## src/rtl/bbd_pkg.sv

```systemverilog
`default_nettype none
// ----------------------------------------------------------------------------
// bbd_pkg: shared types and helpers of the Bayer bilinear demosaic
// Field widths, site codes, register indexes and the colour interpolation.
// ----------------------------------------------------------------------------
package bbd_pkg;

  localparam int unsigned MAX_WIDTH_DEF  = 4096;
  localparam int unsigned MAX_HEIGHT_DEF = 4096;
  localparam int unsigned RAW_W          = 10;
  localparam int unsigned PIX_W          = 8;
  localparam int unsigned DIM_W          = 13;
  localparam int unsigned FIFO_DEPTH     = 8;
  localparam int unsigned FIFO_AW        = $clog2(FIFO_DEPTH);

  typedef logic [RAW_W-1:0] raw_t;
  typedef raw_t [2:0][2:0] win_t;

  typedef enum logic [1:0] {
    SITE_B  = 2'd0,
    SITE_GB = 2'd1,
    SITE_GR = 2'd2,
    SITE_R  = 2'd3
  } site_t;

  typedef enum logic [0:0] {
    REG_WIDTH  = 1'b0,
    REG_HEIGHT = 1'b1
  } reg_idx_t;

  typedef enum logic [0:0] {
    OP_PIXEL = 1'b0,
    OP_FLUSH = 1'b1
  } opcode_t;

  typedef struct packed {
    logic [PIX_W-1:0] blue;
    logic [PIX_W-1:0] green;
    logic [PIX_W-1:0] red;
    logic             run_last;
    logic             frame_last;
  } pix_t;

  typedef struct packed {
    logic vld;
    logic flush;
    logic row1;
    logic y_odd;
    logic x_odd;
    logic first_col;
    logic last_col;
    logic emit_a;
    logic emit_b;
  } s1_ctrl_t;

  function automatic pix_t interp(raw_t hl, raw_t hr, raw_t vt, raw_t vb,
                                  raw_t dtl, raw_t dtr, raw_t dbl, raw_t dbr,
                                  raw_t p, site_t site, logic run_last,
                                  logic frame_last);
    logic [RAW_W:0]   hs;
    logic [RAW_W:0]   vs;
    logic [RAW_W+1:0] hv;
    logic [RAW_W+1:0] ds;
    pix_t             o;
    hs = {1'b0, hl} + {1'b0, hr};
    vs = {1'b0, vt} + {1'b0, vb};
    hv = {1'b0, hs} + {1'b0, vs};
    ds = {2'b00, dtl} + {2'b00, dtr} + {2'b00, dbl} + {2'b00, dbr};
    o.run_last   = run_last;
    o.frame_last = frame_last;
    case (site)
      SITE_B: begin
        o.red   = ds[RAW_W+1:4];
        o.green = hv[RAW_W+1:4];
        o.blue  = p[RAW_W-1:2];
      end
      SITE_GB: begin
        o.red   = vs[RAW_W:3];
        o.green = p[RAW_W-1:2];
        o.blue  = hs[RAW_W:3];
      end
      SITE_GR: begin
        o.red   = hs[RAW_W:3];
        o.green = p[RAW_W-1:2];
        o.blue  = vs[RAW_W:3];
      end
      default: begin
        o.red   = p[RAW_W-1:2];
        o.green = hv[RAW_W+1:4];
        o.blue  = ds[RAW_W+1:4];
      end
    endcase
    return o;
  endfunction

endpackage
`default_nettype wire

```

## src/rtl/bbd_interp.sv

```systemverilog
`default_nettype none
// ----------------------------------------------------------------------------
// bbd_interp: 3x3 window and colour interpolation
// Shifts the line store data into the window and forms up to two pixels.
// ----------------------------------------------------------------------------
module bbd_interp (
  input  wire logic               clk,
  input  wire logic               rst_n,
  input  wire bbd_pkg::s1_ctrl_t  ctrl,
  input  wire bbd_pkg::raw_t      raw,
  input  wire bbd_pkg::raw_t      up,
  input  wire bbd_pkg::raw_t      lo,
  output bbd_pkg::raw_t           nv,
  output bbd_pkg::pix_t           pix_a,
  output bbd_pkg::pix_t           pix_b
);
  import bbd_pkg::*;

  win_t win_r;
  win_t win_nxt;
  raw_t top;
  raw_t a_left_m;
  raw_t a_left_t;
  raw_t a_left_b;

  // flush row mirrors the row above the last; row one mirrors itself upward
  assign nv  = ctrl.flush ? up : raw;
  assign top = ctrl.row1 ? nv : up;

  always_comb begin
    for (int r = 0; r < 3; r++) begin
      win_nxt[r][0] = win_r[r][1];
      win_nxt[r][1] = win_r[r][2];
    end
    win_nxt[0][2] = top;
    win_nxt[1][2] = lo;
    win_nxt[2][2] = nv;
  end

  always_ff @(posedge clk) begin
    if (!rst_n) begin
      win_r <= '0;
    end else if (ctrl.vld) begin
      win_r <= win_nxt;
    end
  end

  // left edge mirrors onto the right neighbour
  assign a_left_m = ctrl.first_col ? win_nxt[1][2] : win_nxt[1][0];
  assign a_left_t = ctrl.first_col ? win_nxt[0][2] : win_nxt[0][0];
  assign a_left_b = ctrl.first_col ? win_nxt[2][2] : win_nxt[2][0];

  assign pix_a = interp(a_left_m, win_nxt[1][2], win_nxt[0][1], win_nxt[2][1],
                        a_left_t, win_nxt[0][2], a_left_b, win_nxt[2][2],
                        win_nxt[1][1], site_t'({ctrl.y_odd, ~ctrl.x_odd}),
                        ~ctrl.last_col, 1'b0);

  assign pix_b = interp(win_nxt[1][1], win_nxt[1][1], win_nxt[0][2], win_nxt[2][2],
                        win_nxt[0][1], win_nxt[0][1], win_nxt[2][1], win_nxt[2][1],
                        win_nxt[1][2], site_t'({ctrl.y_odd, ctrl.x_odd}),
                        1'b1, ctrl.flush);

endmodule
`default_nettype wire

```

## config.mk

```make
export PLATFORM = sky130hd
export DESIGN_NAME = bbd_interp
export DESIGN_NICKNAME = d
export VERILOG_FILES = /design/src/rtl/bbd_pkg.sv /design/src/rtl/bbd_interp.sv
export SDC_FILE = /design/constraint.sdc
export NUM_CORES = 1
export LEC_CHECK = 0
export BUFFER_PORTS_ARGS = -buffer_cell sky130_fd_sc_hd__buf_2
export CAP_MARGIN = 15
export CORE_MARGIN = 5
export CORE_UTILIZATION = 56
export CTS_CLUSTER_SIZE = 20
export DETAILED_ROUTE_END_ITERATION = 7
export PLACE_DENSITY_LB_ADDON = 0.12
export SETUP_SLACK_MARGIN = 0.1
export SLEW_MARGIN = 25
export SYNTH_ARGS = -nofsm -noshare
export SYNTH_HDL_FRONTEND = slang
export SYNTH_SLANG_ARGS = --single-unit
```

## constraint.sdc

```tcl
create_clock -name clk -period 5.7 [get_ports clk]
set_clock_uncertainty 0.05 [all_clocks]
set_input_delay 0.285 -clock clk [delete_from_list [all_inputs] [get_ports clk]]
set_output_delay 0.285 -clock clk [all_outputs]
set_load 0.02 [all_outputs]
```

After elaboration in Yosys (flattened, before gate mapping):

Index checks and enable logic that the tools add are counted.

* add/sub/neg operators: 12
* multiply operators: 0
* div/mod/pow operators: 0
* magnitude comparators: 0
* equality and inequality tests: 4
* shift-type cells: 0
* mux-type cells: 7
* bitwise gates (word level): 2
* reductions and logical operators: 2

Operator list (count)
* $pmux W24 S3: 2
* $add A10 B10 Y11: 6
* $mux W10: 5
* $add A11 B10 Y12: 2
* $add A11 B11 Y12: 2
* $add A12 B10 Y12: 2
* $eq A2 B1 Y1 const B: 2
* $eq A2 B2 Y1 const B: 2
* $logic_not A2 Y1: 2
* $not A1 Y1: 2

* register bits after elaboration: 60
* latch bits: 0
* bits in writable memories: 0
* ROM bits: 0
* bits of input ports: 41
* output and inout bits: 62
* logic and storage cells: 33
* memories kept: 0

Logic depth before layout (Yosys ltp):

* word-level depth: 7
* gate-level depth with buffers: 17

Worst setup path after synthesis:

OpenSTA, ideal clock, no wires.

* path kind: in2out
* start point: input port ctrl[7] (netlist name)
* end point: output port pix_a[6] (netlist name)
* data arrival time: 4012 ps
* data required time: 5365 ps
* path slack: 1353 ps
* stages: 14
* path buffers: 1
* path through: buf_6 -> mux2i_1 -> a21oi_1 -> mux2i_1 -> fa_1 -> fa_1 -> inv_1 -> ha_1 -> a21o_1 -> a21o_1 -> o21a_4 -> a311o_1 -> xor2_1 -> mux4_2

RTL lines
* from (decl): RTL line bbd_interp.sv:9 `input wire bbd_pkg::s1_ctrl_t ctrl,`
* to (decl): RTL line bbd_interp.sv:14 `output bbd_pkg::pix_t pix_a,`

==> metrics.yaml <==
status: "complete, no violations"
synth_enable_flop_cells: 0
initial_core_util: 0.567
final-hold-violation-count: 0
die-area_um2: 13700
synth_area_leaders: "dfxtp_1 19%, ha_1 11%, mux2i_1 11%, mux4_2 8.4%, fa_1 6.9%"
post_cts_hold_buffer_count: 0
yosys_reg_bits: 60
routabilityCongestion: 0.831
power_switching_share: 0.438
later_pin_clock_latency_in_the_skew_report_ns: 0.33
dr_wl_cell_um: 17.5
worst-endpoint-required_ns: 5.37
timing.reg2reg.setup_slack_ns: 4.85
largest_register_ffs: 60
synth-seq-area-share: 0.187
initialDrtViolationCount: 291
ys_async_sr_fraction: 0
yosys-top-cells-count: "70 x mux2i_1, 60 x dfxtp_1, 59 x ha_1"
power.ir.vdd_worst_mv: 0.184
finalSetupTns_ns: 0
post_synthesis_cell_area_um2: 6420
clock-root-buffer: "clkbuf_16"
postSynth.topFlopCell: "dfxtp_1"
num_antenna_cells: 0
category_of_the_critical_setup_timing_path: "input pin to output pin"
p_comb_frac: 0.576
worst_hold_path.endpoint: "win_nxt[40]"
grt_max_degree: 71
layout.filler_cells: 954
switching_power_uw: 992
powerDensity_nw_per_um2: 315
die_width_um: 117
max-clock-path-buffers: 2
synth_area_per_cell_um2: 9.03
placedCellCount: 910
post-synth-top-area-fraction: 0.187
rsz_0062_raised_after_global_routing: "false"
layout-area-overhead-vs-synth_pct: 11.8
post-route-min-period_ns: 5.17
sequential_area_um2: 1200
synthDistinctLibCells: 60
globalRouteOverflowTotal: 0
fmax_mhz: 194
numPortBuffers: 98
r2r.worst_path.cells: 2
setup.worst_path.end_class: "output pin"
via_count: 5449
arrival_ns: 4.83
cts.sink_count: 60
cts_made_buffers: 9
min-delay-start: "lo[0]"
core_region_area_um2: 11300
cts_setup_buffers: 0
clock_tree.htree_level_count: 3
finalCritPeriodShare: 0.906
worst_pin_slew_ns: 0.932
hold_path_class: "input pin to register"
worst-path-max-fanout: 11
leakage_nw: 3.52
postCtsResizedCells: 0
dominant_cell_type_by_area_after_synthesis: "dfxtp_1"
reg2reg_from: "win_nxt[49]"
worst_r2r_endpoint: "win_nxt[49]"
die_height_um: 117
proportion_of_layout_cells_with_a_drive_suffix_above_1: 0.207
drt_drc_violations_left: 0
grt_pass1_vias: 5272
multi_input_area_um2: 4820
critical_path.startpoint_type: "input pin"
mappedNetlistNets: 833
timing.max_cap.violations: 0
cellInternalPower_mw: 1.27
dpl.hpwl_um: 12400
cts_tree: "done"
slew_headroom: 0.375
grt_use_total: 0.243
boundaryPins: 103
total_wire_length_um: 16200
min_path_cells: 3
final-setup-viol-count: 0
synthMostInstantiatedCell: "mux2i_1"
design.final.nets: 901
clockPowerShare: 0.218
antenna_found_initial: 0
core.rowCount: 39
drtPass1Iterations: 5
layoutNonFillerInstCount: 925
netlist_instances: 711
grt_pass1_wl_um: 26200
viasPerCell: 5.89
clk_transition_reported_paths_ns: 0.05
final-max-slew-violation-count: 0
yosys_warning_total: 0
postRouteAntennaNets: 0
sequentialPowerShare: 0.206
-- worst max path at each step --
stage | startpoint | depth (start not counted) | slack (ns) | end
detailed placement | ctrl[7] | 15 | 0.56 | pix_a[6]
finish | ctrl[7] | 15 | 0.53 | pix_a[6]
CTS | ctrl[7] | 15 | 0.55 | pix_a[6]
global route | ctrl[7] | 15 | 0.34 | pix_a[6]
floorplan | ctrl[7] | 14 | 1.35 | pix_a[6]
global placement | ctrl[7] | 15 | 0.75 | pix_a[6]
-- area by class of cell --
cell class | instances | area share
multi-input combinational | 559 | 0.671
sequential | 60 | 0.167
timing repair buffer | 103 | 0.0767
clock buffer | 11 | 0.0338
tap | 143 | 0.0249
inverter | 46 | 0.0241
clock inverter | 3 | 0.00209
-- worst max-delay path, stage by stage --
cell     delay (ns)
buf_2          0.33
mux2i_1        0.59
a21oi_1        0.26
mux2i_1        0.23
fa_1           0.45
inv_1          0.10
fa_1           0.39
ha_1           0.32
a21o_1         0.18
a21o_1         0.23
o21a_4         0.25
a311o_1        0.37
xor2_1         0.18
mux4_2         0.48
buf_2          0.18
-- per-layer routing --
metal	vias up	GRT usage	wire length (um)	part of all wire
met4	0	0.0826	248	0.015
met3	21	0.0324	829	0.051
met2	150	0.386	7550	0.47
li1	2654	-	-	-
met5	-	0	0	0
met1	2624	0.342	7550	0.47
-- cell families (layout without fill, tap and decap cells) --
| logic type | after synthesis | after routing | synth area share |
|---|---|---|---|
| other | 2 | 2 | 0.00117 |
| multiplexers | 108 | 108 | 0.220 |
| flip-flops | 60 | 60 | 0.187 |
| AND/OR/NAND/NOR | 177 | 177 | 0.137 |
| buffers and inverters | 92 | 163 | 0.0629 |
| XOR/XNOR | 38 | 38 | 0.0518 |
| AO/OA/AOI/OAI | 153 | 153 | 0.156 |
| adder cells (fa/ha/maj) | 81 | 81 | 0.184 |
-- placed cells by master, fill, tap and decap left out, types with 3 or more instances in the layout --
cell type  netlist  layout
and3_1           3       3
nor3_1           7       7
o21ai_0         34      34
or2_2            3       3
mux2_2          13      13
clkinv_2         0       3
nor2b_1         53      53
nand2b_1         5       5
fa_1            22      22
mux4_2          24      24
xnor2_1         18      18
o41ai_1          3       3
a31oi_1          3       3
nand3_1          5       5
o211a_1         10      10
clkbuf_16        0       9
o21a_1           3       3
inv_1           45      45
o211ai_1         6       6
nand2_1         45      45
xor2_1          20      20
buf_2            2      97
nor2_1          44      44
a21oi_1         45      45
a21o_1          15      15
nand4_1          3       3
a211oi_1        10      10
mux2i_1         70      70
dfxtp_1         60      60
buf_4           13       5
ha_1            59      59
-- power by group through the flow --
stage	Sequential (mW)	Clock [mW]	Combinational, mW
after floorplan	0.467	0	0.958
after global placement	0.472	0	1.25
after detailed placement	0.474	0	1.29
after CTS	0.465	0.500	1.29
after global routing	0.469	0.517	1.43
final	0.466	0.494	1.30
-- per-stage QoR --
stage	hold slack [ns]	setup slack, ns	utilization	area, um^2	power, mW
final	0.216	0.533	0.634	7180	2.26
after global routing	0.269	0.337	0.634	7180	2.42
after global placement	0.444	0.746	0.609	6890	1.72
after floorplan	0.405	1.35	-	6420	1.42
after detailed placement	0.453	0.564	0.609	6890	1.76
after CTS	0.205	0.551	0.632	7150	2.26
Note: power is estimated with default switching activity, not from simulation.
