[src/rtl/bbd_pkg.sv]
`default_nettype none
// ----------------------------------------------------------------------------
// bbd_pkg: shared types and helpers of the Bayer bilinear demosaic
// Field widths, site codes, register indexes and the colour interpolation.
// ----------------------------------------------------------------------------
package bbd_pkg;

  localparam int unsigned MAX_WIDTH_DEF  = 4096;
  localparam int unsigned MAX_HEIGHT_DEF = 4096;
  localparam int unsigned RAW_W          = 10;
  localparam int unsigned PIX_W          = 8;
  localparam int unsigned DIM_W          = 13;
  localparam int unsigned FIFO_DEPTH     = 8;
  localparam int unsigned FIFO_AW        = $clog2(FIFO_DEPTH);

  typedef logic [RAW_W-1:0] raw_t;
  typedef raw_t [2:0][2:0] win_t;

  typedef enum logic [1:0] {
    SITE_B  = 2'd0,
    SITE_GB = 2'd1,
    SITE_GR = 2'd2,
    SITE_R  = 2'd3
  } site_t;

  typedef enum logic [0:0] {
    REG_WIDTH  = 1'b0,
    REG_HEIGHT = 1'b1
  } reg_idx_t;

  typedef enum logic [0:0] {
    OP_PIXEL = 1'b0,
    OP_FLUSH = 1'b1
  } opcode_t;

  typedef struct packed {
    logic [PIX_W-1:0] blue;
    logic [PIX_W-1:0] green;
    logic [PIX_W-1:0] red;
    logic             run_last;
    logic             frame_last;
  } pix_t;

  typedef struct packed {
    logic vld;
    logic flush;
    logic row1;
    logic y_odd;
    logic x_odd;
    logic first_col;
    logic last_col;
    logic emit_a;
    logic emit_b;
  } s1_ctrl_t;

  function automatic pix_t interp(raw_t hl, raw_t hr, raw_t vt, raw_t vb,
                                  raw_t dtl, raw_t dtr, raw_t dbl, raw_t dbr,
                                  raw_t p, site_t site, logic run_last,
                                  logic frame_last);
    logic [RAW_W:0]   hs;
    logic [RAW_W:0]   vs;
    logic [RAW_W+1:0] hv;
    logic [RAW_W+1:0] ds;
    pix_t             o;
    hs = {1'b0, hl} + {1'b0, hr};
    vs = {1'b0, vt} + {1'b0, vb};
    hv = {1'b0, hs} + {1'b0, vs};
    ds = {2'b00, dtl} + {2'b00, dtr} + {2'b00, dbl} + {2'b00, dbr};
    o.run_last   = run_last;
    o.frame_last = frame_last;
    case (site)
      SITE_B: begin
        o.red   = ds[RAW_W+1:4];
        o.green = hv[RAW_W+1:4];
        o.blue  = p[RAW_W-1:2];
      end
      SITE_GB: begin
        o.red   = vs[RAW_W:3];
        o.green = p[RAW_W-1:2];
        o.blue  = hs[RAW_W:3];
      end
      SITE_GR: begin
        o.red   = hs[RAW_W:3];
        o.green = p[RAW_W-1:2];
        o.blue  = vs[RAW_W:3];
      end
      default: begin
        o.red   = p[RAW_W-1:2];
        o.green = hv[RAW_W+1:4];
        o.blue  = ds[RAW_W+1:4];
      end
    endcase
    return o;
  endfunction

endpackage
`default_nettype wire

[src/rtl/bbd_out_fifo.sv]
`default_nettype none
// ----------------------------------------------------------------------------
// bbd_out_fifo: result queue
// Takes up to two pixels per cycle, hands out one per output transfer.
// ----------------------------------------------------------------------------
module bbd_out_fifo (
  input  wire logic                          clk,
  input  wire logic                          rst_n,
  input  wire logic                          push_a,
  input  wire logic                          push_b,
  input  wire bbd_pkg::pix_t                 data_a,
  input  wire bbd_pkg::pix_t                 data_b,
  output logic                               out_valid,
  input  wire logic                          out_ready,
  output bbd_pkg::pix_t                      out_data,
  output logic [bbd_pkg::FIFO_AW:0]          count
);
  import bbd_pkg::*;

  pix_t               mem_r [FIFO_DEPTH];
  logic [FIFO_AW-1:0] wr_ptr_r;
  logic [FIFO_AW-1:0] wr_ptr_nxt;
  logic [FIFO_AW-1:0] rd_ptr_r;
  logic [FIFO_AW:0]   count_r;
  logic [FIFO_AW:0]   count_nxt;
  logic               pop;

  assign pop        = out_valid && out_ready;
  assign wr_ptr_nxt = wr_ptr_r + FIFO_AW'(push_a) + FIFO_AW'(push_b);
  assign count_nxt  = count_r + (FIFO_AW+1)'(push_a) + (FIFO_AW+1)'(push_b)
                      - (FIFO_AW+1)'(pop);

  always_ff @(posedge clk) begin
    if (push_a) begin
      mem_r[wr_ptr_r] <= data_a;
    end
    if (push_b) begin
      mem_r[wr_ptr_r + FIFO_AW'(push_a)] <= data_b;
    end
  end

  always_ff @(posedge clk) begin
    if (!rst_n) begin
      wr_ptr_r <= '0;
      rd_ptr_r <= '0;
      count_r  <= '0;
    end else begin
      wr_ptr_r <= wr_ptr_nxt;
      count_r  <= count_nxt;
      if (pop) begin
        rd_ptr_r <= rd_ptr_r + FIFO_AW'(1);
      end
    end
  end

  assign out_valid = count_r != '0;
  assign out_data  = mem_r[rd_ptr_r];
  assign count     = count_r;

endmodule
`default_nettype wire

[config.mk]
export PLATFORM = sky130hd
export DESIGN_NAME = bbd_out_fifo
export DESIGN_NICKNAME = d
export VERILOG_FILES = /design/src/rtl/bbd_pkg.sv /design/src/rtl/bbd_out_fifo.sv
export SDC_FILE = /design/constraint.sdc
export NUM_CORES = 1
export LEC_CHECK = 0
export ABC_AREA = 1
export BUFFER_PORTS_ARGS = -buffer_cell sky130_fd_sc_hd__buf_2
export CAP_MARGIN = 30
export CORE_ASPECT_RATIO = 1.2
export CORE_MARGIN = 3
export CORE_UTILIZATION = 60
export DETAILED_ROUTE_END_ITERATION = 7
export PLACE_DENSITY = 0.79
export SETUP_SLACK_MARGIN = 0.4
export SLEW_MARGIN = 5
export SYNTH_ARGS = -nofsm -noshare
export SYNTH_HDL_FRONTEND = slang
export SYNTH_SLANG_ARGS = --single-unit
[constraint.sdc]
create_clock -name clk -period 4.3 [get_ports clk]
set_input_delay 0.43 -clock clk [delete_from_list [all_inputs] [get_ports clk]]
set_output_delay 0.43 -clock clk [all_outputs]
set_load 0.02 [all_outputs]
# Word level (Yosys, flattened, before mapping)
# Memories as Yosys holds them, arrays and structs flattened. A register that Yosys moved wholly into a read port is not among the register bits.
# Index checks and enable logic that the tools add are counted.
# totals
wordCells	18
ff_bits	10
ramBits	208
n_memories	1
# classes
mux	6
addsub	6
n_reduce_logical	2
# memory_table
memory	words	word_bits	rd	rd_clocked_by_memory_dff	wr	line_no	source
mem_r	8	26	1	1	2	bbd_out_fifo.sv:20	pix_t mem_r [FIFO_DEPTH];
# op_table
cell	n
adder 4 x 1 -> 4 bit	2
adder 3 x 1 -> 3 bit	2
two-way mux 3 bit	2
two-way mux 1 bit	4
nonzero test 4 bit	1
subtractor 4 x 1 -> 4 bit	1
adder 3 x 1 -> 3 bit, second input constant	1
logical AND 1 bit	1

# Depth between registers and ports, before layout
# Gate-level depths: netlist (run 1).
# depth
ltp_word	4
mapped_depth	11

# Least setup slack after synthesis (run 1)
# No wires, ideal clock.
# synth_timing
path_kind	input to register
from	input port push_a
to	memory mem_r[2][0] (netlist bit) (enable)
n_path_buf	1
required_time_ns	3.855
setup_slack_ns	1.330
path_stages	6
arrival_ns	2.524
cell_sequence	ha_1 -> ha_1 -> xnor2_2 -> nand3_2 -> buf_2 -> o21ai_0
# synth_lines
element	line_no	source
start, declared	bbd_out_fifo.sv:9	input wire logic push_a,
end, declared	bbd_out_fifo.sv:20	

==> impl_metrics.json, run 1 <==
{
  "post_cts_resized": 0,
  "crit_path_top_delay_cell": "buf_4",
  "synth-seq-cells": 221,
  "via_per_inst": 6.16,
  "crit-reg2reg-launch": "wr_ptr_r[0]",
  "dr_total_vias": 11900,
  "synth_edf_count": 208,
  "report.final.slew_viol_count": 0,
  "grt_use_total_pct": 32.1,
  "min_delay_path_depth": 3,
  "synth_top_area_cell": "edfxtp_1",
  "stdcell_area_um2": 14200,
  "pin_count": 88,
  "post_cts_buffers": 0,
  "synth_cell_types": 22,
  "numCtsBuffers": 23,
  "tightest_slew_ps": 1010,
  "layout_setup_ws_ps": 1210,
  "p_per_area_nw_per_um2": 532,
  "route.detailed.drc": 0,
  "antenna_found_initial": 0,
  "finalSetupViolCount": 0,
  "cp_common_cell": "nand2_1",
  "cpLargestDelayFamily": "buffers and inverters",
  "gp_congestion": 0.819,
  "clk-insertion-delay-late_ps": 510,
  "hold_buffers": 0,
  "grt_max_degree": 89,
  "leakagePower_uw": 0.00669,
  "hp-class": "in -> reg",
  "port_buffers": 87,
  "holdCritStartpoint": "rst_n",
  "grt_pass1_vias": 11600,
  "cp_data_arrival_time_ps": 2660,
  "drive_gt1_share_pct": 10.5,
  "path_clk_slew_ps": 60,
  "n_antenna_cell": 0,
  "timing.setup.tns_ps": 0,
  "max_freq_mhz": 324,
  "coreArea_um2": 21000,
  "path_cells": "buf_4, nand2_1, nand2_1, nand2_1, nand2_1, nand2_1, nand2_1, buf_2",
  "synth_top_area_share_pct": 48.5,
  "reg2reg_depth": 6,
  "grt_pass1_wl_um": 60600,
  "avgSynthCellArea_um2": 7.64,
  "postRouteAntennaNets": 0,
  "placed_cell_area_um2": 13400,
  "dieHeight_um": 166,
  "grt_setup_unrepaired": "no",
  "min_period_ps": 3090,
  "slew_headroom_pct": 32.8,
  "routed_wl_um": 37800,
  "first_iter_violations": 1509,
  "syn_inst": 1686,
  "nNetsFinal": 1721,
  "crit_required_ps": 3870,
  "outcome": "completed",
  "wl_per_cell_um": 19.5,
  "die-area_um2": 23300,
  "clockBufferDepth": 3,
  "fin_crit_sh_pct": 71.9,
  "place_ws_ps": 1370,
  "whs_endpoint": "wr_ptr_r[0]",
  "cts.sinks": 221,
  "overflow": 0,
  "skew_ps": 10.9,
  "startpoint_type": "flop",
  "synthArstFlopShare_pct": 0,
  "cap_violations": 0,
  "syn_nets": 1753,
  "crit_buf_inv": 2,
  "cts_max_level": 1,
  "r2r_slack_ps": 1540,
  "synth_area_leaders": "edfxtp_1 (49%), nand2_1 (27%), nand4_1 (10%)",
  "power.total_uw": 7540,
  "hpwl_um": 21500,
  "dr.pass1.iters": 6,
  "finalHoldViolCount": 0,
  "ys_seq_area_share_pct": 50.5,
  "max_stage_delay_ps": 840,
  "peakVddDrop_uv": 399,
  "critPathMaxFanout": 85,
  "die_w_um": 140,
  "cts_tree": "built",
  "syn_area_um2": 12900,
  "area_growth_pct": 10.1,
  "cts_root_buf": "clkbuf_16",
  "start_util_pct": 61.2,
  "critPathCaptureType": "primary output",
  "critPathKind": "reg -> out",
  "row_count": 58,
  "yosysWarningCount": 0,
  "synthFlopType": "edfxtp_1",
  "rr_endpoint": "mem_r[4][25]"
}
-- report_power, final --
part / total (uW) / leakage (uW) / internal [uW] / switching (uW)
combinational: 2710 / 0.00431 / 725 / 1980
clock: 2000 / 0.000356 / 1160 / 838
sequential: 2830 / 0.00202 / 2710 / 122
total: 7540 / 0.00669 / 4600 / 2940
-- worst register-to-register path, cell delays in order, from the launching register on --
cell and delay [ps]:
dfxtp_1 380, ha_1 210, ha_4 210, xor2_4 560, buf_4 840, nand4_1 300
nand2_1 140
-- layout make-up --
cell class	instances	area (um2)
fillers	1693	6870
flip-flops and latches	221	6510
multi-input cells	1218	5470
repair buffers	119	861
clock buffers	28	594
well taps	270	338
inverters	71	269
clock inverters	13	140
-- logic make-up (layout without fill, tap and decap cells) --
logic type	Yosys count	in the layout	share of synthesized area (%)
and+or+nand+nor	1190	1190	39.5
xor gates and xnor gates	3	3	0.262
buffers and inverters	247	231	8.05
adders and majority gates	10	10	1.09
AOI/OAI and AO/OA	15	15	0.583
DFF	221	221	50.5
-- sequential cells by signal (all words and copies together) (netlist names), named ones only --
name      cells
mem_r       208
count         4
rd_ptr_r      3
wr_ptr_r      3
-- metrics by stage --
stage                     hold WS, ps  cells  utilization, %
after floorplan                   465   1686               -
after global placement            479   1890            62.7
after detailed placement          485   1898            63.8
after CTS                         195   1939            67.3
after global routing              221   1940            67.4
final                             202   1940            67.4
-- metal layers --
layer	GRT usage (%)	vias up	share of wire, %	routed length (um)
met2	52.5	838	48	18100
met4	12.8	0	3.0	1120
li1	-	5478	-	-
met5	0	-	0	0
met1	42.5	5519	37	13800
met3	6.00	108	12	4700
-- worst max path at each step --
stage,slack (ps),to,cells after the start,from
floorplan,1330,mem_r[2][0],6,push_a
global placement,1370,mem_r[4][14],7,push_a
detailed placement,1370,mem_r[1][14],7,push_a
CTS,1210,out_data[25],8,flop
global route,1060,out_data[24],8,flop
finish,1210,out_data[25],8,flop
-- cell usage in the layout, fill, tap and decap left out --
cell / synthesis / final
buf_16: 0 / 8
buf_4: 0 / 22
a21oi_1: 7 / 7
dfxtp_2: 0 / 1
nor2_4: 1 / 1
xnor2_4: 0 / 1
nor2_1: 7 / 7
xor2_4: 0 / 1
buf_12: 0 / 2
edfxtp_1: 208 / 208
ha_1: 8 / 7
nand2_1: 934 / 934
inv_2: 3 / 1
dfxtp_1: 13 / 11
ha_4: 0 / 1
clkbuf_16: 0 / 23
nand3_2: 8 / 8
clkinvlp_4: 0 / 1
buf_2: 62 / 87
xnor2_1: 1 / 1
dfxtp_4: 0 / 1
inv_1: 66 / 66
clkbuf_1: 52 / 5
bufinv_16: 0 / 3
fa_1: 2 / 2
o21ai_4: 0 / 8
nand4_1: 208 / 208
clkinv_2: 0 / 5
inv_6: 0 / 1
clkinv_1: 2 / 7
nand3_1: 32 / 32
-- Yosys cell counts (2+ instances only) --
cell / instances
dfxtp_1: 13
clkbuf_1: 52
ha_1: 8
inv_1: 66
a21oi_1: 7
edfxtp_1: 208
nor2_1: 7
nand2_1: 934
inv_2: 3
buf_2: 62
buf_1: 36
clkinv_1: 2
fa_1: 2
nand3_1: 32
nand3_2: 8
o21ai_0: 8
nand4_1: 208
clkbuf_2: 26
(Power assumes the default switching activity.)
==> run 2: changes to the inputs <==
--- a/config.mk
+++ b/config.mk
@@ -5,14 +5,14 @@
 export SDC_FILE = /design/constraint.sdc
 export NUM_CORES = 1
 export LEC_CHECK = 0
-export ABC_AREA = 1
+export ABC_AREA = 0
 export BUFFER_PORTS_ARGS = -buffer_cell sky130_fd_sc_hd__buf_2
 export CAP_MARGIN = 30
 export CORE_ASPECT_RATIO = 1.2
 export CORE_MARGIN = 3
-export CORE_UTILIZATION = 60
+export CORE_UTILIZATION = 55
 export DETAILED_ROUTE_END_ITERATION = 7
-export PLACE_DENSITY = 0.79
+export PLACE_DENSITY = 0.77
 export SETUP_SLACK_MARGIN = 0.4
 export SLEW_MARGIN = 5
 export SYNTH_ARGS = -nofsm -noshare
==> constraint.sdc (replaced) <==
create_clock -name clk -period 2.7 [get_ports clk]
set_input_delay 0.27 -clock clk [delete_from_list [all_inputs] [get_ports clk]]
set_output_delay 0.27 -clock clk [all_outputs]
set_load 0.02 [all_outputs]
==> impl_metrics.json, run 2 <==
{
  "outcome": "completed",
  "min_period_ps": 2460,
  "leakagePower_uw": 0.00463,
  "grt_setup_unrepaired": "yes",
  "grt_use_total_pct": 24.2,
  "antenna_found_initial": 2,
  "synth-seq-cells": 221,
  "wl_met3_um": 1980,
  "regMostFlops": "mem_r",
  "die-area_um2": 21800,
  "first_iter_violations": 464,
  "fin_crit_sh_pct": 91.0,
  "holdCritStartpoint": "rst_n",
  "power.total_uw": 11000,
  "row_count": 56,
  "largest_reg_flops": 208,
  "critPathCaptureType": "primary output",
  "overflow": 0,
  "p_per_area_nw_per_um2": 816,
  "synth_cell_types": 36,
  "postRouteAntennaNets": 0,
  "dieHeight_um": 161,
  "clk-insertion-delay-late_ps": 500,
  "die_w_um": 135,
  "finalSetupViolCount": 0,
  "via_per_inst": 6.10,
  "synthFlopType": "edfxtp_1",
  "avgSynthCellArea_um2": 18.1,
  "path_clk_slew_ps": 60,
  "yosysWarningCount": 0,
  "startpoint_type": "flop",
  "gp_congestion": 0.775,
  "peakVddDrop_uv": 531,
  "hp-class": "in -> reg",
  "port_buffers": 87,
  "route.detailed.drc": 0,
  "synth_top_area_share_pct": 56.7,
  "top_layer": "met5",
  "whs_endpoint": "count[3]",
  "tightest_slew_ps": 606,
  "dp_cells": 959,
  "hpwl_um": 15500,
  "min_delay_path_depth": 3,
  "r2r_slack_ps": 490,
  "layout.cells.non_filler": 1015,
  "final_core_util_pct": 69.0,
  "report.final.slew_viol_count": 0,
  "crit_required_ps": 2430,
  "grt_pass1_vias": 6916,
  "numCtsBuffers": 22,
  "critPathMaxFanout": 5,
  "nNetsFinal": 806,
  "crit-reg2reg-launch": "count[2]",
  "clockBufferDepth": 3,
  "pin_count": 88,
  "cts_max_level": 1,
  "met2_length_um": 14000,
  "cts_tree": "built",
  "dr_total_vias": 6190,
  "syn_nets": 677,
  "layout_commonest_cell": "mux2_2",
  "layout_common_cells": "mux2_2 (215), edfxtp_1 (208), buf_2 (68), mux4_2 (52), clkbuf_16 (26)",
  "met1_length_um": 9100,
  "rr_endpoint": "count[2]",
  "coreArea_um2": 19600,
  "multi_input_area_um2": 4600,
  "critPathKind": "reg -> out",
  "grt_pass1_wl_um": 40100,
  "synth_area_leaders": "edfxtp_1 (57%), mux2_2 (24%), mux4_2 (11%)",
  "synthArstFlopShare_pct": 0,
  "slew_headroom_pct": 59.6,
  "cp_data_arrival_time_ps": 2190,
  "n_antenna_cell": 0,
  "routed_wl_um": 25600,
  "grt_max_degree": 40,
  "synth_common_cells": "mux2_2 (233), edfxtp_1 (208), mux4_2 (52)",
  "register_area_um2": 6520,
  "syn_area_um2": 11000,
  "nFillCells": 1285,
  "synth_edf_count": 208,
  "synth_top_area_cell": "edfxtp_1",
  "max_freq_mhz": 407,
  "synth.most_common_cell": "mux2_2",
  "dr.pass1.iters": 4,
  "wl_per_cell_um": 25.2,
  "start_util_pct": 56.2,
  "reg2reg_depth": 9,
  "cts.sinks": 221,
  "finalHoldViolCount": 0,
  "drive_gt1_share_pct": 64.5,
  "syn_inst": 610,
  "cts_root_buf": "clkbuf_16",
  "cap_violations": 0,
  "skew_ps": 5.52,
  "timing.hold.ws_ps": 143,
  "area_growth_pct": 22.9,
  "ys_seq_area_share_pct": 59.1
}
[run 2: cell types whose count changed in the layout (fill, tap and decap cells not counted), sizes merged, moves of 38 or more]
| cell | change |
|---|---|
| nand2 | -923 |
| mux2 | +234 |
| nand4 | -208 |
| inv | -65 |
| mux4 | +52 |
| nand3 | -38 |
[run 2: logic make-up after synthesis]
family / after synthesis / share of synthesized area, %
simple gates: 35 / 1.86
flops: 221 / 59.1
fa+ha+maj: 10 / 1.27
mux: 293 / 35.2
buf+inv: 36 / 1.48
compound gates: 10 / 0.613
xor+xnor: 5 / 0.534
[run 2: cell type report]
| class | count | area share [%] |
|---|---|---|
| flip-flops and latches | 221 | 48.1 |
| clock inverters | 7 | 0.222 |
| well taps | 261 | 2.41 |
| clock buffers | 32 | 5.04 |
| inverters | 3 | 0.0832 |
| multi-input cells | 353 | 34.0 |
| repair buffers | 138 | 10.1 |
[run 2: worst max-delay path, stage by stage, from the launching register on]
cell	delay, ps
dfxtp_4	360
buf_12	140
buf_6	110
buf_12	120
mux4_2	510
mux2_4	300
buf_6	130
[run 2: worst max-delay path by stage]
stage	slack, ps	cells past startpoint	to	start
finish	240	6	out_data[21]	flop
global route	210	6	out_data[24]	flop
CTS	220	5	out_data[1]	flop
detailed placement	120	7	mem_r[6][12]	push_a
global placement	230	7	mem_r[6][8]	push_a
floorplan	-130	4	mem_r[3][0]	wr_ptr_r[0]
[run 2: power by group]
part	switching [uW]	internal [uW]
clock network	1230	1750
logic	1730	1920
registers	129	4290
total	3090	7950
[run 2: what timing repair did]
action / 4_1_cts / 5_1_grt
pin swaps: 2 / 1
setup buffers: 9 / 2
cloned: 5 / 1
setup endpoints to repair: 220 / 164
hold buffers: 0 / 0
resized for setup: 25 / 49
[run 2: stage by stage]
| step | setup slack (ps) | setup TNS (ps) | area [um2] |
|---|---|---|---|
| global route | 209 | 0 | 13500 |
| detailed placement | 123 | 0 | 12300 |
| CTS | 222 | 0 | 13300 |
| global placement | 230 | 0 | 12200 |
| finish | 244 | 0 | 13500 |
| floorplan | -135 | -7000 | 11100 |
[run 2: metal layers]
layer / vias up / GRT usage (%)
met1: 3205 / 30.4
met4: 4 / 6.19
met5: - / 0
met2: 200 / 43.4
met3: 33 / 4.33
li1: 2748 / -
==> run 3: changes to the inputs <==
--- a/config.mk
+++ b/config.mk
@@ -8,11 +8,14 @@
 export ABC_AREA = 0
 export BUFFER_PORTS_ARGS = -buffer_cell sky130_fd_sc_hd__buf_2
 export CAP_MARGIN = 30
+export CELL_PAD_IN_SITES_DETAIL_PLACEMENT = 1
+export CELL_PAD_IN_SITES_GLOBAL_PLACEMENT = 1
 export CORE_ASPECT_RATIO = 1.2
 export CORE_MARGIN = 3
-export CORE_UTILIZATION = 55
+export CORE_UTILIZATION = 47
 export DETAILED_ROUTE_END_ITERATION = 7
-export PLACE_DENSITY = 0.77
+export MAX_ROUTING_LAYER = met4
+export PLACE_DENSITY_LB_ADDON = 0.1
 export SETUP_SLACK_MARGIN = 0.4
 export SLEW_MARGIN = 5
 export SYNTH_ARGS = -nofsm -noshare
==> impl_metrics.json, run 3 (same netlist as run 2, synthesis figures left out) <==
{
  "register_area_um2": 6520,
  "critPathMaxFanout": 8,
  "cp_data_arrival_time_ps": 2170,
  "regMostFlops": "mem_r",
  "cts_root_buf": "clkbuf_16",
  "leakagePower_uw": 0.00463,
  "postRouteAntennaNets": 0,
  "cap_violations": 0,
  "clk-insertion-delay-late_ps": 510,
  "skew_ps": 10.3,
  "slew_headroom_pct": 55.9,
  "port_buffers": 87,
  "combPwrFrac_pct": 32.9,
  "largest_reg_flops": 208,
  "fin_crit_sh_pct": 90.5,
  "hold_buffers": 0,
  "power.internal_uw": 8050,
  "cts_max_level": 1,
  "pin_count": 88,
  "dr.pass1.iters": 6,
  "timing.hold.ws_ps": 112,
  "nFillCells": 2010,
  "die_w_um": 146,
  "layout_common_cells": "mux2_2 (212), edfxtp_1 (208), buf_2 (63), mux4_2 (52)",
  "cts.sinks": 221,
  "stdcell_area_um2": 13600,
  "critPathCaptureType": "primary output",
  "outcome": "completed",
  "critPathKind": "reg -> out",
  "first_iter_violations": 390,
  "clockBufferDepth": 3,
  "max_freq_mhz": 409,
  "die-area_um2": 25300,
  "final_core_util_pct": 59.7,
  "routed_wl_um": 28500,
  "startpoint_type": "flop",
  "wl_per_cell_um": 26.7,
  "grt_pass1_vias": 7134,
  "dieHeight_um": 174,
  "swShare_pct": 28.6,
  "report.final.slew_viol_count": 0,
  "grt_use_total_pct": 23.5,
  "numCtsBuffers": 23,
  "overflow": 0,
  "dr_total_vias": 6256,
  "grt_setup_unrepaired": "yes",
  "row_count": 60,
  "p_per_area_nw_per_um2": 829,
  "pwr-share-clk_pct": 27.8,
  "placed_cell_area_um2": 12300,
  "multi_input_area_um2": 4630,
  "cts_tree": "built",
  "route.detailed.drc": 0,
  "finalSetupViolCount": 0,
  "gp_congestion": 0.735,
  "finalHoldViolCount": 0,
  "grt_max_degree": 53,
  "hpwl_um": 17000,
  "nNetsFinal": 809,
  "start_util_pct": 48.4,
  "tightest_slew_ps": 661,
  "antenna_found_initial": 0,
  "power.total_uw": 11300,
  "min_period_ps": 2440,
  "drive_gt1_share_pct": 64.1,
  "hp-class": "in -> reg",
  "p_seq_share_pct": 39.4,
  "via_per_inst": 5.86,
  "n_antenna_cell": 0,
  "grt_pass1_wl_um": 44200,
  "area_growth_pct": 23.3,
  "coreArea_um2": 22700,
  "layout_commonest_cell": "mux2_2",
  "p_sw_uw": 3220,
  "path_clk_slew_ps": 60,
  "peakVddDrop_uv": 443,
  "crit_required_ps": 2430
}
## run 3: repair_timing
item,CTS,global route
gates cloned,1,2
pin swaps,3,2
buffers inserted,11,7
endpoints found under the setup margin,328,199
resized for setup,33,63
## run 3: power groups by stage
stage / Sequential [uW] / Combinational, uW / Clock [uW]
finish: 4440 / 3710 / 3130
global route: 4480 / 3950 / 3360
CTS: 4440 / 3370 / 3220
detailed placement: 4540 / 3060 / 0
global placement: 4510 / 2950 / 0
floorplan: 4470 / 1990 / 0
## run 3: critical path, stage by stage, from the launching register on
cell,delay [ps]
dfxtp_4,360
buf_12,190
clkbuf_16,190
mux4_2,500
mux2_4,290
buf_6,130
## run 3: per-stage QoR
| stage | setup slack [ps] | setup TNS (ps) | instances |
|---|---|---|---|
| floorplan | -135 | -7000 | 610 |
| global placement | 194 | 0 | 1003 |
| detailed placement | 75.2 | 0 | 1006 |
| CTS | 209 | 0 | 1059 |
| global route | 183 | 0 | 1068 |
| finish | 258 | 0 | 1068 |
## run 3: path summary, 6_finish.rpt
check / end / cells past startpoint / from / slack [ps]
worst max-delay path: out_data[10] / 5 / flop / 260
worst min-delay path: flop / 3 / out_ready / 110
worst max register to register: mem_r[3][7] / 7 / wr_ptr_r[0] / 450
worst min register to register: flop / 2 / rd_ptr_r[2] / 490
## run 3: layer usage
| metal | vias up | track usage (%) | wire length, um |
|---|---|---|---|
| li1 | 2756 | - | - |
| met1 | 3314 | 29.5 | 12000 |
| met2 | 138 | 40.8 | 15000 |
| met3 | 48 | 2.54 | 880 |
| met4 | 0 | 6.57 | 646 |
| met5 | - | - | 0 |
## run 3: cell type report
class                   count  area share [%]
flip-flops and latches    221            48.0
multi-input cells         353            34.1
repair buffers            140            9.66
clock buffers              26            4.32
well taps                 310            2.85
clock inverters            15            1.05
inverters                   3          0.0829
